==> src/directional_passage_classifier_defines.svh <==
// Assertion macros for the directional passage classifier.
`ifndef DIRECTIONAL_PASSAGE_CLASSIFIER_DEFINES_SVH
`define DIRECTIONAL_PASSAGE_CLASSIFIER_DEFINES_SVH

`ifndef SYNTHESIS
`define DPC_ASSERT_SAME(label, clk, rst_n, ante, cons) \
    label: assert property (@(posedge clk) disable iff (!rst_n) (ante) |-> (cons)) \
        else $error("dpc assertion failed");
`define DPC_ASSERT_NEXT(label, clk, rst_n, ante, cons) \
    label: assert property (@(posedge clk) disable iff (!rst_n) (ante) |=> (cons)) \
        else $error("dpc assertion failed");
`else
`define DPC_ASSERT_SAME(label, clk, rst_n, ante, cons)
`define DPC_ASSERT_NEXT(label, clk, rst_n, ante, cons)
`endif

`endif

==> src/dpc_pkg.sv <==
// Shared types and constants of the directional passage classifier.
package dpc_pkg;

    localparam int COUNT_WIDTH = 16;
    localparam int TOTAL_W     = 16;
    localparam int STAMP_W     = 32;
    localparam int SETTLE_W    = 16;
    localparam int CFG_DATA_W  = 32;
    localparam int CFG_ADDR_W  = 3;

    localparam logic [SETTLE_W-1:0] SETTLE_RESET = 16'd700;

    // register index, taken from paddr[2]
    localparam logic [0:0] REG_SETTLE_TIME = 1'b0;

    localparam logic signed [COUNT_WIDTH-1:0] COUNT_MAX = {1'b0, {(COUNT_WIDTH-1){1'b1}}};
    localparam logic signed [COUNT_WIDTH-1:0] COUNT_MIN = {1'b1, {(COUNT_WIDTH-1){1'b0}}};

    typedef enum logic [2:0] {
        EV_NONE      = 3'd0,
        EV_CHILD_IN  = 3'd1,
        EV_ADULT_IN  = 3'd2,
        EV_CHILD_OUT = 3'd3,
        EV_ADULT_OUT = 3'd4
    } event_code_t;

    typedef struct packed {
        logic               outside_edge;
        logic               outside_level;
        logic               inside_edge;
        logic               inside_level;
        logic               top_edge;
        logic [STAMP_W-1:0] now_ms;
    } sample_t;

    typedef struct packed {
        logic signed [TOTAL_W-1:0] child_total;
        logic signed [TOTAL_W-1:0] adult_total;
        event_code_t               event_code;
    } result_t;

    // low TOTAL_W bits of the count, sign-extended first when the count is narrower
    function automatic logic signed [TOTAL_W-1:0] to_total(
        input logic signed [COUNT_WIDTH-1:0] v
    );
        logic signed [63:0] wide;
        begin
            wide = 64'(v);
            return wide[TOTAL_W-1:0];
        end
    endfunction

endpackage

==> src/dpc_cfg_regs.sv <==
// APB configuration register bank: settle time.
module dpc_cfg_regs
    import dpc_pkg::*;
(
    input  logic                  clk,
    input  logic                  rst_n,
    input  logic                  psel,
    input  logic                  penable,
    input  logic                  pwrite,
    input  logic [CFG_ADDR_W-1:0] paddr,
    input  logic [CFG_DATA_W-1:0] pwdata,
    output logic [CFG_DATA_W-1:0] prdata,
    output logic                  pready,
    output logic [SETTLE_W-1:0]   settle_time_ms
);

    logic [SETTLE_W-1:0] settle_reg;
    logic [SETTLE_W-1:0] settle_next;
    logic                wr_hit;

    assign pready = 1'b1;
    assign wr_hit = psel && penable && pwrite && (paddr[2:2] == REG_SETTLE_TIME);

    always_comb
    begin
        settle_next = settle_reg;
        if (wr_hit)
        begin
            settle_next = pwdata[SETTLE_W-1:0];
        end
    end

    always_ff @(posedge clk or negedge rst_n)
    begin
        if (!rst_n)
        begin
            settle_reg <= SETTLE_RESET;
        end
        else
        begin
            settle_reg <= settle_next;
        end
    end

    always_comb
    begin
        prdata = '0;
        if (paddr[2:2] == REG_SETTLE_TIME)
        begin
            prdata = CFG_DATA_W'(settle_reg);
        end
    end

    assign settle_time_ms = settle_reg;

endmodule

==> src/dpc_tracker.sv <==
// Passage tracking state and saturating totals, updated once per item.
module dpc_tracker
    import dpc_pkg::*;
(
    input  logic                clk,
    input  logic                rst_n,
    input  logic                step,
    input  sample_t             sample,
    input  logic [SETTLE_W-1:0] settle_time_ms,
    output result_t             result
);

    logic                          active_reg, active_next;
    logic                          going_in_reg, going_in_next;
    logic                          going_out_reg, going_out_next;
    logic                          far_in_reg, far_in_next;
    logic                          far_out_reg, far_out_next;
    logic                          tall_reg, tall_next;
    logic [STAMP_W-1:0]            stamp_reg, stamp_next;
    logic signed [COUNT_WIDTH-1:0] child_reg, child_next;
    logic signed [COUNT_WIDTH-1:0] adult_reg, adult_next;
    logic [STAMP_W-1:0]            elapsed;
    logic                          settled;
    event_code_t                   ev;

    always_comb
    begin
        active_next    = active_reg;
        going_in_next  = going_in_reg;
        going_out_next = going_out_reg;
        far_in_next    = far_in_reg;
        far_out_next   = far_out_reg;
        tall_next      = tall_reg;
        stamp_next     = stamp_reg;
        child_next     = child_reg;
        adult_next     = adult_reg;
        ev             = EV_NONE;

        // entry start has priority over an exit start in the same tick
        if (sample.outside_edge && !sample.inside_level && !active_next)
        begin
            active_next    = 1'b1;
            going_in_next  = 1'b1;
            going_out_next = 1'b0;
            stamp_next     = sample.now_ms;
        end
        if (sample.inside_edge && !sample.outside_level && !active_next)
        begin
            active_next    = 1'b1;
            going_out_next = 1'b1;
            going_in_next  = 1'b0;
            stamp_next     = sample.now_ms;
        end
        if (active_next && sample.top_edge)
        begin
            active_next = 1'b0;
            tall_next   = 1'b1;
        end
        if (going_in_next)
        begin
            if (sample.inside_edge)
            begin
                far_in_next = 1'b1;
            end
        end
        else if (going_out_next)
        begin
            if (sample.outside_edge)
            begin
                far_out_next = 1'b1;
            end
        end

        elapsed = sample.now_ms - stamp_next;
        settled = elapsed > STAMP_W'(settle_time_ms);

        priority if (going_in_next && far_in_next && settled)
        begin
            if (!tall_next)
            begin
                child_next = (child_reg == COUNT_MAX) ? COUNT_MAX
                                                      : child_reg + COUNT_WIDTH'(1);
                ev         = EV_CHILD_IN;
            end
            else
            begin
                adult_next = (adult_reg == COUNT_MAX) ? COUNT_MAX
                                                      : adult_reg + COUNT_WIDTH'(1);
                tall_next  = 1'b0;
                ev         = EV_ADULT_IN;
            end
            active_next    = 1'b0;
            going_in_next  = 1'b0;
            going_out_next = 1'b0;
            far_in_next    = 1'b0;
            far_out_next   = 1'b0;
        end
        else if (going_out_next && far_out_next && settled)
        begin
            if (!tall_next)
            begin
                child_next = (child_reg == COUNT_MIN) ? COUNT_MIN
                                                      : child_reg - COUNT_WIDTH'(1);
                ev         = EV_CHILD_OUT;
            end
            else
            begin
                adult_next = (adult_reg == COUNT_MIN) ? COUNT_MIN
                                                      : adult_reg - COUNT_WIDTH'(1);
                tall_next  = 1'b0;
                ev         = EV_ADULT_OUT;
            end
            active_next    = 1'b0;
            going_in_next  = 1'b0;
            going_out_next = 1'b0;
            far_in_next    = 1'b0;
            far_out_next   = 1'b0;
        end
        else
        begin
            ev = EV_NONE;
        end
    end

    always_ff @(posedge clk or negedge rst_n)
    begin
        if (!rst_n)
        begin
            active_reg    <= 1'b0;
            going_in_reg  <= 1'b0;
            going_out_reg <= 1'b0;
            far_in_reg    <= 1'b0;
            far_out_reg   <= 1'b0;
            tall_reg      <= 1'b0;
            stamp_reg     <= '0;
            child_reg     <= '0;
            adult_reg     <= '0;
        end
        else if (step)
        begin
            active_reg    <= active_next;
            going_in_reg  <= going_in_next;
            going_out_reg <= going_out_next;
            far_in_reg    <= far_in_next;
            far_out_reg   <= far_out_next;
            tall_reg      <= tall_next;
            stamp_reg     <= stamp_next;
            child_reg     <= child_next;
            adult_reg     <= adult_next;
        end
    end

    assign result.child_total = to_total(child_next);
    assign result.adult_total = to_total(adult_next);
    assign result.event_code  = ev;

endmodule

==> src/directional_passage_classifier.sv <==
// Top level of the directional passage classifier: item registers, tracker, config.
//
// Usage:
//   Input channel (in_valid/in_ready) carries one sensor sample tick per item:
//   beam edge/level bits and a millisecond timestamp. Output channel
//   (out_valid/out_ready) returns exactly one result per sample: the child and
//   adult totals after that tick and an event code for a counted passage.
//   out_valid rises after an accepted item has passed the input register and
//   the tracker logic into the result register; a receiver stall holds it in
//   the input register. Throughput is one item per clock while the receiver
//   does not stall; the tracker registers its next passage state on each step.
//   When the receiver stalls, one more item is held in the input register and
//   in_ready then drops until the result is taken.
//   pready is always high. Reset (rst_n low, asynchronous) clears the passage flags
//   and both totals and loads settle_time_ms with 700. The user writes the settle
//   time over the APB port at address 0 while the block is idle; no check is made.
`include "directional_passage_classifier_defines.svh"

module directional_passage_classifier
    import dpc_pkg::*;
(
    input  logic                      clk,
    input  logic                      rst_n,
    input  logic                      psel,
    input  logic                      penable,
    input  logic                      pwrite,
    input  logic [CFG_ADDR_W-1:0]     paddr,
    input  logic [CFG_DATA_W-1:0]     pwdata,
    output logic [CFG_DATA_W-1:0]     prdata,
    output logic                      pready,
    input  logic                      in_valid,
    output logic                      in_ready,
    input  logic                      outside_edge,
    input  logic                      outside_level,
    input  logic                      inside_edge,
    input  logic                      inside_level,
    input  logic                      top_edge,
    input  logic [STAMP_W-1:0]        now_ms,
    output logic                      out_valid,
    input  logic                      out_ready,
    output logic signed [TOTAL_W-1:0] child_total,
    output logic signed [TOTAL_W-1:0] adult_total,
    output logic [2:0]                event_code
);

    logic                in_valid_reg, in_valid_next;
    sample_t             in_sample_reg;
    logic                out_valid_reg, out_valid_next;
    result_t             out_result_reg;
    result_t             result;
    logic                step;
    logic                in_fire;
    logic [SETTLE_W-1:0] settle_time_ms;

    dpc_cfg_regs u_cfg (
        .clk            (clk),
        .rst_n          (rst_n),
        .psel           (psel),
        .penable        (penable),
        .pwrite         (pwrite),
        .paddr          (paddr),
        .pwdata         (pwdata),
        .prdata         (prdata),
        .pready         (pready),
        .settle_time_ms (settle_time_ms)
    );

    // the held item moves on when the result register is free or being emptied
    assign step     = in_valid_reg && (!out_valid_reg || out_ready);
    assign in_ready = !in_valid_reg || step;
    assign in_fire  = in_valid && in_ready;

    dpc_tracker u_tracker (
        .clk            (clk),
        .rst_n          (rst_n),
        .step           (step),
        .sample         (in_sample_reg),
        .settle_time_ms (settle_time_ms),
        .result         (result)
    );

    always_comb
    begin
        in_valid_next  = in_fire || (in_valid_reg && !step);
        out_valid_next = step || (out_valid_reg && !out_ready);
    end

    always_ff @(posedge clk or negedge rst_n)
    begin
        if (!rst_n)
        begin
            in_valid_reg  <= 1'b0;
            out_valid_reg <= 1'b0;
        end
        else
        begin
            in_valid_reg  <= in_valid_next;
            out_valid_reg <= out_valid_next;
        end
    end

    always_ff @(posedge clk)
    begin
        if (in_fire)
        begin
            in_sample_reg.outside_edge  <= outside_edge;
            in_sample_reg.outside_level <= outside_level;
            in_sample_reg.inside_edge   <= inside_edge;
            in_sample_reg.inside_level  <= inside_level;
            in_sample_reg.top_edge      <= top_edge;
            in_sample_reg.now_ms        <= now_ms;
        end
        if (step)
        begin
            out_result_reg <= result;
        end
    end

    assign out_valid   = out_valid_reg;
    assign child_total = out_result_reg.child_total;
    assign adult_total = out_result_reg.adult_total;
    assign event_code  = out_result_reg.event_code;

    `DPC_ASSERT_SAME(a_stall_means_full, clk, rst_n, !in_ready, in_valid_reg && out_valid_reg)
    `DPC_ASSERT_NEXT(a_step_fills_output, clk, rst_n, step, out_valid_reg)
    `DPC_ASSERT_NEXT(a_held_item_stable, clk, rst_n, in_valid_reg && !step,
                     in_valid_reg && $stable(in_sample_reg))

endmodule
==> config.mk <==
export PLATFORM = sky130hd
export DESIGN_NAME = directional_passage_classifier
export DESIGN_NICKNAME = d
export VERILOG_FILES = /design/src/dpc_pkg.sv /design/src/dpc_cfg_regs.sv /design/src/dpc_tracker.sv /design/src/directional_passage_classifier.sv
export VERILOG_INCLUDE_DIRS = /design/src /design/src/src
export SDC_FILE = /design/constraint.sdc
export NUM_CORES = 1
export LEC_CHECK = 0
export ABC_AREA = 0
export BUFFER_PORTS_ARGS = -buffer_cell sky130_fd_sc_hd__buf_2
export CAP_MARGIN = 20
export CORE_UTILIZATION = 45
export CTS_BUF_LIST = sky130_fd_sc_hd__clkbuf_8
export CTS_CLUSTER_DIAMETER = 50
export DETAILED_ROUTE_END_ITERATION = 8
export HOLD_SLACK_MARGIN = 0.1
export MAX_ROUTING_LAYER = met4
export SYNTH_ARGS = -nofsm -noshare
export SYNTH_HDL_FRONTEND = slang
export SYNTH_SLANG_ARGS = --single-unit
==> constraint.sdc <==
create_clock -name clk -period 13.7 [get_ports clk]
set_clock_uncertainty 0.1 [all_clocks]
set_input_delay 1.37 -clock clk [delete_from_list [all_inputs] [get_ports clk]]
set_output_delay 1.37 -clock clk [all_outputs]
set_load 0.1 [all_outputs]
==> metrics.md <==
| Metric | Value |
|---|---|
| Sw power | `0.00116 W` |
| Yosys top cell by area | `edfxtp_1` |
| Initial Util | `45.8%` |
| Final Instance Area | `12200 sq um` |
| Number of synthesized flops with an enable pin | `72` |
| Total track usage | `23.0%` |
| Sink Count | `160` |
| Initial antenna violation count | `1` |
| Vias in the first global route | `8885` |
| Via/cell ratio | `5.77` |
| Hold Crit Class | `flop to flop` |
| Pwr per Cell Area | `195 nW/um^2` |
| Setup TNS | `0 ns` |
| Startpoint type of the worst setup path | `flop` |
| Post-synthesis register bit count | `160` |
| Die ar. | `25300 sq um` |
| Synth Area in Compound Gates | `20.2%` |
| Hold_buf cts | `0` |
| Area grow syn2layout | `9.55%` |
| Async SR Flop Fraction | `55.0%` |
| Net count, final | `1420` |
| Combinational family with the most area after synthesis | `compound AO/OA/AOI/OAI gates` |
| Unique masters post-synth | `88` |
| Routed wire length | `27600 um` |
| Layout Utilization | `50.2%` |
| TritonCTS Buffers | `17` |
| Drt wl/cell | `16.9 um` |
| Layout cell share with drive strength beyond 1 | `18.4%` |
| Fraction of synthesized area in multiplexers | `7.51%` |
| Mean Syn Cell Area | `9.07 sq um` |
| Placement Cell Area | `11800 sq um` |
| Period Utilization, post-route | `51.8%` |
| Grt total ovfl | `0` |
| Width of the chip | `159 um` |
| Num rows | `57` |
| DR iter-0 viols | `578` |
| Boundary Pins | `149` |
| Detail Route Antenna Nets | `0` |
| RSZ-0062 raised after global routing | `no` |
| Status | `completed` |
| Design Power | `0.00237 W` |
| Slew Limit Fails | `0` |
| Internal cell power | `0.00121 W` |
| Hold Vio Cnt, Final | `0` |
| Nature of the critical path endpoint | `flop` |
| Synth Area in Adders | `5.87%` |
| Synth Area in XOR/XNOR | `3.08%` |
| Ys flop type | `dfrtp_1` |
| Yosys top cell area share | `19.5%` |
| VDD IR max | `0.0961 mV` |
| Largest net degree at the start of global routing | `69` |
| Die height | `159 um` |
| Slew HR | `28.3%` |
| # fillers | `2356` |
| HPWL Detailed | `19800 um` |
| DRC | `0` |
| CTS tree | `done` |
| Switching fraction of total power | `48.9%` |
| Fmax | `0.141 GHz` |
| First-pass GRT wire length | `45700 um` |
| Synth area leaders | `edfxtp_1 (19%), dfrtp_1 (18%), a21oi_1 (5.6%), ha_1 (5.4%), mux2_2 (4.8%)` |
| Post-Synth Simple-Gate Area | `18.6%` |
| WS Path Type | `flop to flop` |
| Yosys warns | `0` |
| Clk pwr share | `14.4%` |
| Max reg flops | `37` |
| First drt pass iteration count | `7` |
| Max Cap Viol | `0` |
| Clock transition at the registers of the reported paths | `0.10 ns` |
| Count of final setup violators | `0` |
| CP Data Required Time | `13.91 ns` |
| Seq/Total Area, Yosys | `39.4%` |
| Minimum clock period | `7.09 ns` |
| Longest Clk Path Bufs | `2` |
| Postcts setup bufs | `0` |
| Flop pwr share | `31.1%` |
| Buffers on Ports | `113` |
| Post-Syn Area | `11100 sq um` |
| CTS Root Cell | `clkbuf_8` |
| Routed vias | `9402` |
| Measured slew at the worst slew-check pin | `1.06 ns` |
| Post-Syn Instances | `1225` |
| Post_cts resized | `0` |
| H-tree Lvls | `4` |
| Clock latency on the worst-skew pair | `0.49 ns` |
| Critical path fanouts, max | `47` |
| Core Footprint | `24200 sq um` |
| Worst EP arrival | `7.30 ns` |
| Gpl congestion | `0.946` |
| Leak pwr | `4.90 nW` |
| Logic gate share of total power | `54.5%` |
[critical path, cell delays in order (launching register included)]
cell and delay (ns):
edfxtp_1 0.46, nand2b_1 0.31, a21oi_4 0.17, buf_4 0.46, mux2i_1 0.32, ha_1 0.29
a21o_1 0.21, a31o_2 0.26, a21oi_2 0.28, a211oi_1 0.25, or2_1 0.32, xor2_1 0.18
ha_1 0.29, nand3_1 0.11, or4_1 0.55, or2_0 0.23, o31ai_1 0.07, inv_1 0.14
a311oi_1 0.29, nand4_1 0.13, nor4_1 0.32, nand2_1 0.09, buf_4 0.30, nand2_1 0.38
o22ai_1 0.15, a21oi_1 0.22
[cells in the final DEF, fill, tap and decap left out, types with 7 or more instances in the layout]
cell type,n
clkbuf_8,17
nand3_1,38
mux2_2,47
nand2_1,95
o31ai_1,13
ha_1,48
a31oi_1,17
inv_1,42
mux2i_1,29
or3_1,14
o21ai_0,59
edfxtp_1,72
xnor2_1,23
a21o_1,25
buf_4,13
o211ai_1,7
nor2_1,100
conb_1,17
buf_2,112
nor4_1,12
or2_2,7
nor2b_1,10
and2_1,9
nand2b_1,16
a21oi_1,125
nor3_1,33
dfrtp_1,82
xor2_1,16
nand4_1,21
and3_1,13
a211oi_1,23
o22ai_1,13
[power by group through the flow]
stage / Combinational [W] / Clock, W / Sequential (W)
final: 0.00129 / 0.000342 / 0.000736
after global routing: 0.00142 / 0.000369 / 0.000754
after CTS: 0.00129 / 0.000354 / 0.000733
after detailed placement: 0.00128 / 0 / 0.000744
after global placement: 0.00127 / 0 / 0.000739
after floorplan: 0.000932 / 0 / 0.000822
[metrics by stage]
stage	std cells	setup WS, ns	hold WS [ns]
2_1_floorplan	1240	7.10	0.342
3_3_place_gp	1596	6.68	0.355
3_5_place_dp	1596	6.72	0.372
4_1_cts	1628	6.65	0.395
5_1_grt	1630	6.10	0.425
6_report	1630	6.61	0.395
[path summary, 6_finish.rpt]
| path | startpoint | end | slack (ns) | cells after the start |
|---|---|---|---|---|
| max in group asynchronous | rst_n | u_tracker.stamp_reg[16] | 11.61 | 2 |
| hold reg to reg | u_tracker.going_in_reg | u_tracker.going_in_reg | 0.39 | 2 |
| hold / removal | u_tracker.going_in_reg | u_tracker.going_in_reg | 0.39 | 2 |
| min in group asynchronous | rst_n | u_tracker.child_reg[10] | 0.66 | 1 |
| setup / recovery | in_sample_reg[35] | child_total[12] | 6.61 | 25 |
| setup reg to reg | in_sample_reg[35] | child_total[12] | 6.61 | 25 |
[per-layer routing]
metal / part of all wire [%] / track usage, % / routed length (um)
met2: 48 / 37.1 / 13200
met4: 1.7 / 6.73 / 469
met5: 0 / - / 0
met1: 45 / 29.8 / 12500
met3: 4.9 / 3.70 / 1340
[logic make-up after synthesis]
family | count (synthesis)
other cells | 2
mux | 77
xor+xnor | 39
flops | 160
fa+ha+maj | 52
compound gates | 351
buf+inv | 135
simple gates | 409
[final cells by class]
class | count | area, sq um | area share, %
Antenna cell | 1 | 2.50 | 0.0206
Clock buffer | 17 | 234 | 1.92
Clock inverter | 15 | 123 | 1.01
Inverter | 43 | 161 | 1.33
Multi-Input combinational cell | 945 | 6210 | 51.1
Sequential cell | 160 | 4370 | 35.9
Tap cell | 324 | 405 | 3.33
Timing Repair Buffer | 125 | 658 | 5.41
[synth_stat cells (7+ instances only)]
cell type and number:
a21o_1 25, dfrtp_1 82, o22ai_1 13, mux2_2 47, nor4_1 12, clkbuf_1 65, inv_1 43, xnor2_1 23
nor2_1 102, a21oi_1 125, or2_2 7, edfxtp_1 72, nand2b_1 16, xor2_1 16, nor2b_1 10, or3_1 14
nand4_1 21, nand3_1 38, o211ai_1 7, a211oi_1 23, o31ai_1 13, buf_4 18, a31oi_1 17, and2_1 10
ha_1 48, o21ai_0 60, nor3_1 33, and3_1 13, nand2_1 95, mux2i_1 29
Note: power is estimated with default switching activity, not from simulation.
